`config.mk`:
```
export PLATFORM = sky130hd
export DESIGN_NAME = ris_sqrt_cell
export DESIGN_NICKNAME = d
export VERILOG_FILES = /design/src/design/ris_pkg.sv /design/src/design/ris_sqrt_cell.sv
export SDC_FILE = /design/constraint.sdc
export NUM_CORES = 1
export LEC_CHECK = 0
export ABC_AREA = 1
export BUFFER_PORTS_ARGS = -buffer_cell sky130_fd_sc_hd__buf_2
export CAP_MARGIN = 20
export CORE_MARGIN = 4
export CORE_UTILIZATION = 44
export CTS_CLUSTER_DIAMETER = 60
export CTS_CLUSTER_SIZE = 25
export DETAILED_ROUTE_END_ITERATION = 8
export PLACE_DENSITY = 0.77
export SYNTH_ARGS = -nofsm -noshare
export SYNTH_HDL_FRONTEND = slang
export SYNTH_SLANG_ARGS = --single-unit
```
`constraint.sdc`:
```
create_clock -name clk -period 2.1 [get_ports clk]
set_input_delay 0.315 -clock clk [delete_from_list [all_inputs] [get_ports clk]]
set_output_delay 0.315 -clock clk [all_outputs]
set_load 0.02 [all_outputs]
```
`src/design/ris_pkg.sv`:
```
// shared types and widths for the ray against sphere intersection pipeline
// no dependencies
`default_nettype none
package ris_pkg;

  localparam int COORD_W = 32;
  localparam int DIR_W   = 16;
  localparam int DIR_FRAC = 15;
  localparam int RAD_W   = 31;
  localparam int L_W     = COORD_W + 1;
  localparam int DOT_W   = 50;
  localparam int TCA_W   = DOT_W - DIR_FRAC;
  localparam int TM_W    = TCA_W - 1;
  localparam int LL_W    = 66;
  localparam int RR_W    = 2 * RAD_W;
  localparam int TM2_W   = 2 * TM_W;
  localparam int DIFF_W  = 72;
  localparam int ROOT_W  = 35;
  localparam int X_W     = 2 * ROOT_W;
  localparam int REM_W   = ROOT_W + 3;
  localparam int T_W     = TCA_W + 2;
  localparam int DIST_W  = 32;
  localparam int CFG_IDX_W = 2;

  typedef enum logic [CFG_IDX_W-1:0] {
    REG_CENTER_X = 2'd0,
    REG_CENTER_Y = 2'd1,
    REG_CENTER_Z = 2'd2,
    REG_RADIUS   = 2'd3
  } cfg_reg_t;

  // data handed from one square root cell to the next
  typedef struct packed {
    logic                     valid;
    logic                     neg;
    logic signed [TCA_W-1:0]  tca;
    logic [X_W-1:0]           x;
    logic [REM_W-1:0]         rem;
    logic [ROOT_W-1:0]        root;
  } sqrt_word_t;

endpackage
`default_nettype wire

```
`src/design/ris_sqrt_cell.sv`:
```
// one digit step of the floor square root, two radicand bits per cell
// depends on ris_pkg
`default_nettype none
module ris_sqrt_cell (
  input  wire logic        clk,
  input  wire logic        rst,
  input  wire logic        en,
  input  wire ris_pkg::sqrt_word_t d_in,
  output ris_pkg::sqrt_word_t d_out
);
  import ris_pkg::*;

  logic [REM_W-1:0] rem_sh;
  logic [REM_W-1:0] trial;
  logic             fits;
  sqrt_word_t       nxt;

  always_comb begin
    rem_sh = {d_in.rem[REM_W-3:0], d_in.x[X_W-1 -: 2]};
    trial  = {1'b0, d_in.root, 2'b01};
    fits   = rem_sh >= trial;
    nxt       = d_in;
    nxt.x     = {d_in.x[X_W-3:0], 2'b00};
    nxt.rem   = fits ? rem_sh - trial : rem_sh;
    nxt.root  = {d_in.root[ROOT_W-2:0], fits};
  end

  always_ff @(posedge clk) begin
    if (rst) begin
      d_out.valid <= 1'b0;
    end else if (en) begin
      d_out.valid <= d_in.valid;
    end
    if (en) begin
      d_out.neg  <= nxt.neg;
      d_out.tca  <= nxt.tca;
      d_out.x    <= nxt.x;
      d_out.rem  <= nxt.rem;
      d_out.root <= nxt.root;
    end
  end

endmodule
`default_nettype wire
```
==> impl_metrics.ini, run 1 <==
[timing]
setup_viol = 0
maxSlewViolCount = 0
rsz0062_at_grt = false
fin_ws_ps = 131.5
whs_ps = 36.10
fin_crit_sh_pct = 93.74
clock-skew-final_ps = 0
hold_violations = 0
fmax_ghz = 0.5080
period_needed_ps = 1968

[job]
maxCapViolCount = 0

[clock_network]
cts_setup_buffers = 0
h-tree-depth = 4
cts_root_buf = clkbuf_16
cts.clk_slew.worst_paths_ps = 80
cts_made_buffers = 17
cts_sinks = 178
clk_latency_ps = 430
tritoncts = done
ctsHoldBuffers = 0
cts_buffer_depth = 2
post_cts_resized = 0

[place]
pre_cts_ws_ps = -323.6
placed_cells = 1685
gp_congestion = 0.9260
hpwl_mm = 23.56
port_buffers = 358

[worst_setup_path]
cp-start-kind = primary input
critPathMaxFanout = 23
worstSetupPathType = in -> reg
r2r-end = d_out[179]$_SDFFE_PP0P_
slowest_stage = nor3_1
path_delay_family = simple AND/OR/NAND/NOR gates
critPathCaptureType = flop
max_stage_delay_ps = 360
reg2regPathDepth = 2
rr_startpoint = d_out[179]$_SDFFE_PP0P_
critical_path_arrival_ps = 2160
critPathBufInv = 4
crit_chain = buf_2 > inv_1 > ha_1 > nand2_1 > nor3_1 > nand2_1 > a31oi_1 > nor2_1 > nand2_4 > inv_2 > buf_12 > nand2_1 > nand2_1
reg2reg_slack_ps = 1490
cp_common_cell = nand2_1
cp_data_required_time_ps = 2290

[drt]
routed_wl_mm = 28.98
ant_nets = 0
routed_via_density = 4.624
dr.pass1.iters = 7
drc = 0
drtIter0Drc = 406
wl_per_cell_um = 16.80
via_count = 7977

[floorplanning]
boundaryPins = 363
die_y_um = 149.9
core_um2 = 19650
initial_utilization_pct = 45.09
die_width_um = 149.9
fp.dieArea_um2 = 22480
fp-row-count = 51

[min_path]
hp-start = rst
holdPathEnd = d_out[179]$_SDFFE_PP0P_
hold_depth = 2
holdCritPathClass = in -> reg

[final_layout]
reg.largest.list = d_out (178)
nFillCells = 1658
multiInputGateArea_um2 = 2869
areaGrowthSynthToFinish_pct = 42.33
final-seq-area_um2 = 5335
top_register = d_out
stdcell_count = 1725
largest_register_ffs = 178
nNetsFinal = 1659
drive_gt1_share_pct = 36.36
final_util_pct = 64.18

[synth]
synth_seq_cells = 178
ys_seq_area_share_pct = 60.20
synth-edff-count = 177
synthArstFlopShare_pct = 0
synth_cells = 941
post_synth_num_cell_types = 30
yosys.area.top_type = edfxtp_1
synth.avg_cell_area_um2 = 9.418
synthesis.area_um2 = 8862
netlist.area_leader.share_pct = 59.97
synthTopCellsByCount = nand2_1 (354), edfxtp_1 (177), inv_1 (157), nor2_1 (77), nand3_1 (39)
synth_most_common_cell = nand2_1
yosys_warnings = 0
ys.flop_type = edfxtp_1
synth.area.top_cells = edfxtp_1 (60%), nand2_1 (15%), inv_1 (6.6%)

[global_route]
grt_pass1_wl_mm = 42.72
grt_max_degree = 64
grt_pass1_vias = 8008
overflow = 0
grtUsageTotal_pct = 25.17
antenna_found_initial = 10

[power_and_ir_drop]
power_density_nw_per_um2 = 800.8
leakagePower_nw = 6.494
vdd_drop_max_v = 0.0005444

[status]
status = completed
==> where the power goes <==
group / total (W) / internal [W] / leakage (nW) / switching [W]
clock: 0.00334 / 0.00174 / 0.306 / 0.00160
sequential: 0.00438 / 0.00430 / 1.74 / 0.0000805
combinational: 0.00238 / 0.000922 / 4.45 / 0.00146
==> through the flow <==
step / setup TNS, ps / cell area (um^2) / power, W
floorplan: 0 / 8866 / 0.005696
global placement: -9358 / 11950 / 0.006801
detailed placement: -10730 / 11950 / 0.006842
CTS: 0 / 12590 / 0.01019
global route: 0 / 12600 / 0.01057
finish: 0 / 12610 / 0.01010
==> layout by cell type (no fill, tap or decap), drive strengths merged <==
cell type,instances
buf,487
xnor2,2
nor2,80
nor4,1
dfxtp,1
nand4,5
a31oi,1
diode,8
mux2i,1
nand2,356
nand3b,9
edfxtp,177
o21ai,9
inv,164
bufinv,1
o21bai,2
a21oi,27
conb,2
nand3,41
clkinv,8
o211ai,1
ha,37
xor2,17
clkbuf,17
nor3,6
==> routing by layer <==
metal | global-route usage (%) | share of wire, % | vias up
met4 | 8.920 | 2.9 | 8
li1 | - | - | 4022
met2 | 44.90 | 50 | 269
met3 | 7.329 | 8.5 | 57
met1 | 28.71 | 38 | 3621
met5 | 0 | 0.19 | -
==> layout make-up <==
class | count | area share, %
clock buffers | 17 | 3.373
clock inverters | 15 | 1.667
multi-input cells | 597 | 22.75
diodes | 8 | 0.1587
inverters | 158 | 4.702
well taps | 265 | 2.629
repair buffers | 487 | 22.43
flip-flops and latches | 178 | 42.30
==> worst max-delay path by stage <==
stage	slack (ps)	to	from	depth (start not counted)
final	130	d_out[70]$_DFFE_PP_	d_in[33]	13
after global routing	5	d_out[70]$_DFFE_PP_	d_in[13]	14
after CTS	140	d_out[70]$_DFFE_PP_	d_in[19]	15
after detailed placement	-320	d_out[70]$_DFFE_PP_	d_in[19]	15
after global placement	-270	d_out[66]$_DFFE_PP_	d_in[33]	13
after floorplan	130	d_out[37]$_DFFE_PP_	d_in[9]	14
==> logic make-up after synthesis <==
| group | count (synthesis) | synth area share (%) |
|---|---|---|
| DFF | 178 | 60.20 |
| and+or+nand+nor | 498 | 22.62 |
| AOI/OAI and AO/OA | 40 | 2.400 |
| adders and majority gates | 37 | 5.224 |
| other | 1 | 0.04231 |
| xor gates and xnor gates | 19 | 1.878 |
| buffers and inverters | 167 | 7.525 |
| muxes | 1 | 0.1130 |
(Power assumes the default switching activity.)
==> run 2: changes to the inputs <==
clock period = 1.6 ns   (was 2.1 ns; I/O delays follow)
==> run 2 against run 1 <==
Clock skew did not move. Worst hold slack got worse by 18 ps. Non-clock buffer count grew 152. The run now ends with negative setup slack left. Highest routed layer unchanged. Via count is 19% higher. Largest power group unchanged. Critical path depth up 1. Register-to-register slack worse by 530 ps. Critical path type unchanged.
==> impl_metrics.ini, run 2 (synthesized netlist as in run 1, its figures left out) <==
[worst_setup_path]
reg2regPathDepth = 2
cp.depth = 14
critPathBufInv = 3
worstSetupPathType = in -> reg
path_delay_family = simple AND/OR/NAND/NOR gates
cp_common_cell = nand2_2
cp_data_required_time_ps = 1790
critPathCaptureType = flop
critical_path_arrival_ps = 1940
slowest_stage = nor2_4
reg2reg_slack_ps = 960
max_stage_delay_ps = 280
critPathMaxFanout = 5
crit_chain = buf_6 > ha_4 > nand2_4 > nand2_2 > nand2_2 > nand2_2 > nand2_2 > a31oi_4 > nor2_4 > buf_12 > nand2_8 > clkbuf_16 > nand3_1 > nand2_1
cp-start-kind = primary input

[final_layout]
largest_register_ffs = 178
drive_gt1_share_pct = 49.16
layout_common_cells = buf_2 (327), nand2_1 (261), edfxtp_1 (177)
nNetsFinal = 1818
reg.largest.list = d_out (178)
areaGrowthSynthToFinish_pct = 77.69
top_register = d_out
layout_commonest_cell = buf_2

[clock_network]
cts_buffer_depth = 2
clk_latency_ps = 430
tritoncts = done
cts_made_buffers = 17
cts_root_buf = clkbuf_16
cts_sinks = 178
h-tree-depth = 4
cts.clk_slew.worst_paths_ps = 80

[floorplanning]
die_y_um = 149.9
core_um2 = 19650
fp.dieArea_um2 = 22480
boundaryPins = 363
initial_utilization_pct = 45.09
die_width_um = 149.9
fp-row-count = 51

[global_route]
grt_pass1_vias = 9227
grtUsageTotal_pct = 29.87
overflow = 0
antenna_found_initial = 2
grt_pass1_wl_mm = 50.76
grt_max_degree = 38

[timing]
period_needed_ps = 1741
fin_crit_sh_pct = 108.8
fmax_ghz = 0.5743
whs_ps = 18.03
maxSlewViolCount = 0
hold_violations = 0
rsz0062_at_grt = true
clock-skew-final_ps = 0
setup_viol = 37
fin_ws_ps = -141.4

[place]
port_buffers = 358
gp_congestion = 0.9486
hpwl_mm = 23.80

[status]
violations = negative setup slack
status = finished with violations

[min_path]
hold_depth = 1
holdCritPathClass = in -> reg

[power_and_ir_drop]
leakagePower_nw = 7.498
power_density_nw_per_um2 = 922.8
vdd_drop_max_v = 0.0007644
power_w = 0.01453

[drt]
via_count = 9526
drtIter0Drc = 722
routed_wl_mm = 39.03
wl_per_cell_um = 20.79
ant_nets = 0
drc = 0
dr.pass1.iters = 5
routed_via_density = 5.075

[job]
maxCapViolCount = 0
-- run 2: area by class of cell --
type | instances | area (um^2)
Clock inverter | 15 | 181.4
Tap cell | 265 | 331.6
Sequential cell | 178 | 5335
Timing Repair Buffer | 639 | 4607
Inverter | 158 | 648.1
Antenna cell | 1 | 2.502
Multi-Input combinational cell | 599 | 4144
Fill cell | 1164 | 3906
Clock buffer | 17 | 425.4
Timing Repair inverter | 5 | 72.57
-- run 2: layer usage --
| metal | vias to the layer above | wire, um | global-route usage, % | share of wire, % |
|---|---|---|---|---|
| li1 | 4344 | - | - | - |
| met1 | 4447 | 13710 | 33.43 | 35 |
| met2 | 570 | 19780 | 54.09 | 51 |
| met3 | 161 | 3270 | 6.693 | 8.4 |
| met4 | 4 | 2244 | 13.49 | 5.7 |
| met5 | - | 21 | 0 | 0.054 |
-- run 2: worst paths after layout --
check / end / start
min reg2reg: d_out[179]$_SDFFE_PP0P_ / d_out[179]$_SDFFE_PP0P_
min: d_out[10]$_DFFE_PP_ / d_in[9]
max: d_out[52]$_DFFE_PP_ / d_in[56]
max reg2reg: d_out[179]$_SDFFE_PP0P_ / d_out[179]$_SDFFE_PP0P_
-- run 2: what timing repair did --
action,4_1_cts,5_1_grt
resized for setup,19,228
hold buffers,130,3
cloned,0,11
pin swaps,2,56
endpoints found under the setup margin,39,39
endpoints found under the hold margin,130,3
setup buffers,2,23
-- run 2: worst reg2reg max path: cells and delay by family (launching register included) --
family | cells | cell delay [ps]
and+or+nand+nor | 1 | 50
DFF | 1 | 320
muxes | 1 | 160
-- run 2: per-stage QoR --
step	instances	util [%]	worst slack (ps)	area, um^2	setup TNS [ps]
3_3_place_gp	1675	64.03	-593.6	12580	-22050
2_1_floorplan	942	-	-147.4	9559	-4405
3_5_place_dp	1675	64.03	-617.3	12580	-22110
5_1_grt	1876	80.11	-213.5	15750	-6148
4_1_cts	1839	74.21	-23.64	14590	-219.3
6_report	1877	80.12	-141.4	15750	-3357
-- run 2: power by group --
group	leakage, nW	total, W	switching [W]	internal (W)
combinational	5.47	0.00440	0.00254	0.00186
clock	0.293	0.00434	0.00221	0.00213
sequential	1.74	0.00580	0.000148	0.00565
total	7.50	0.0145	0.00489	0.00964
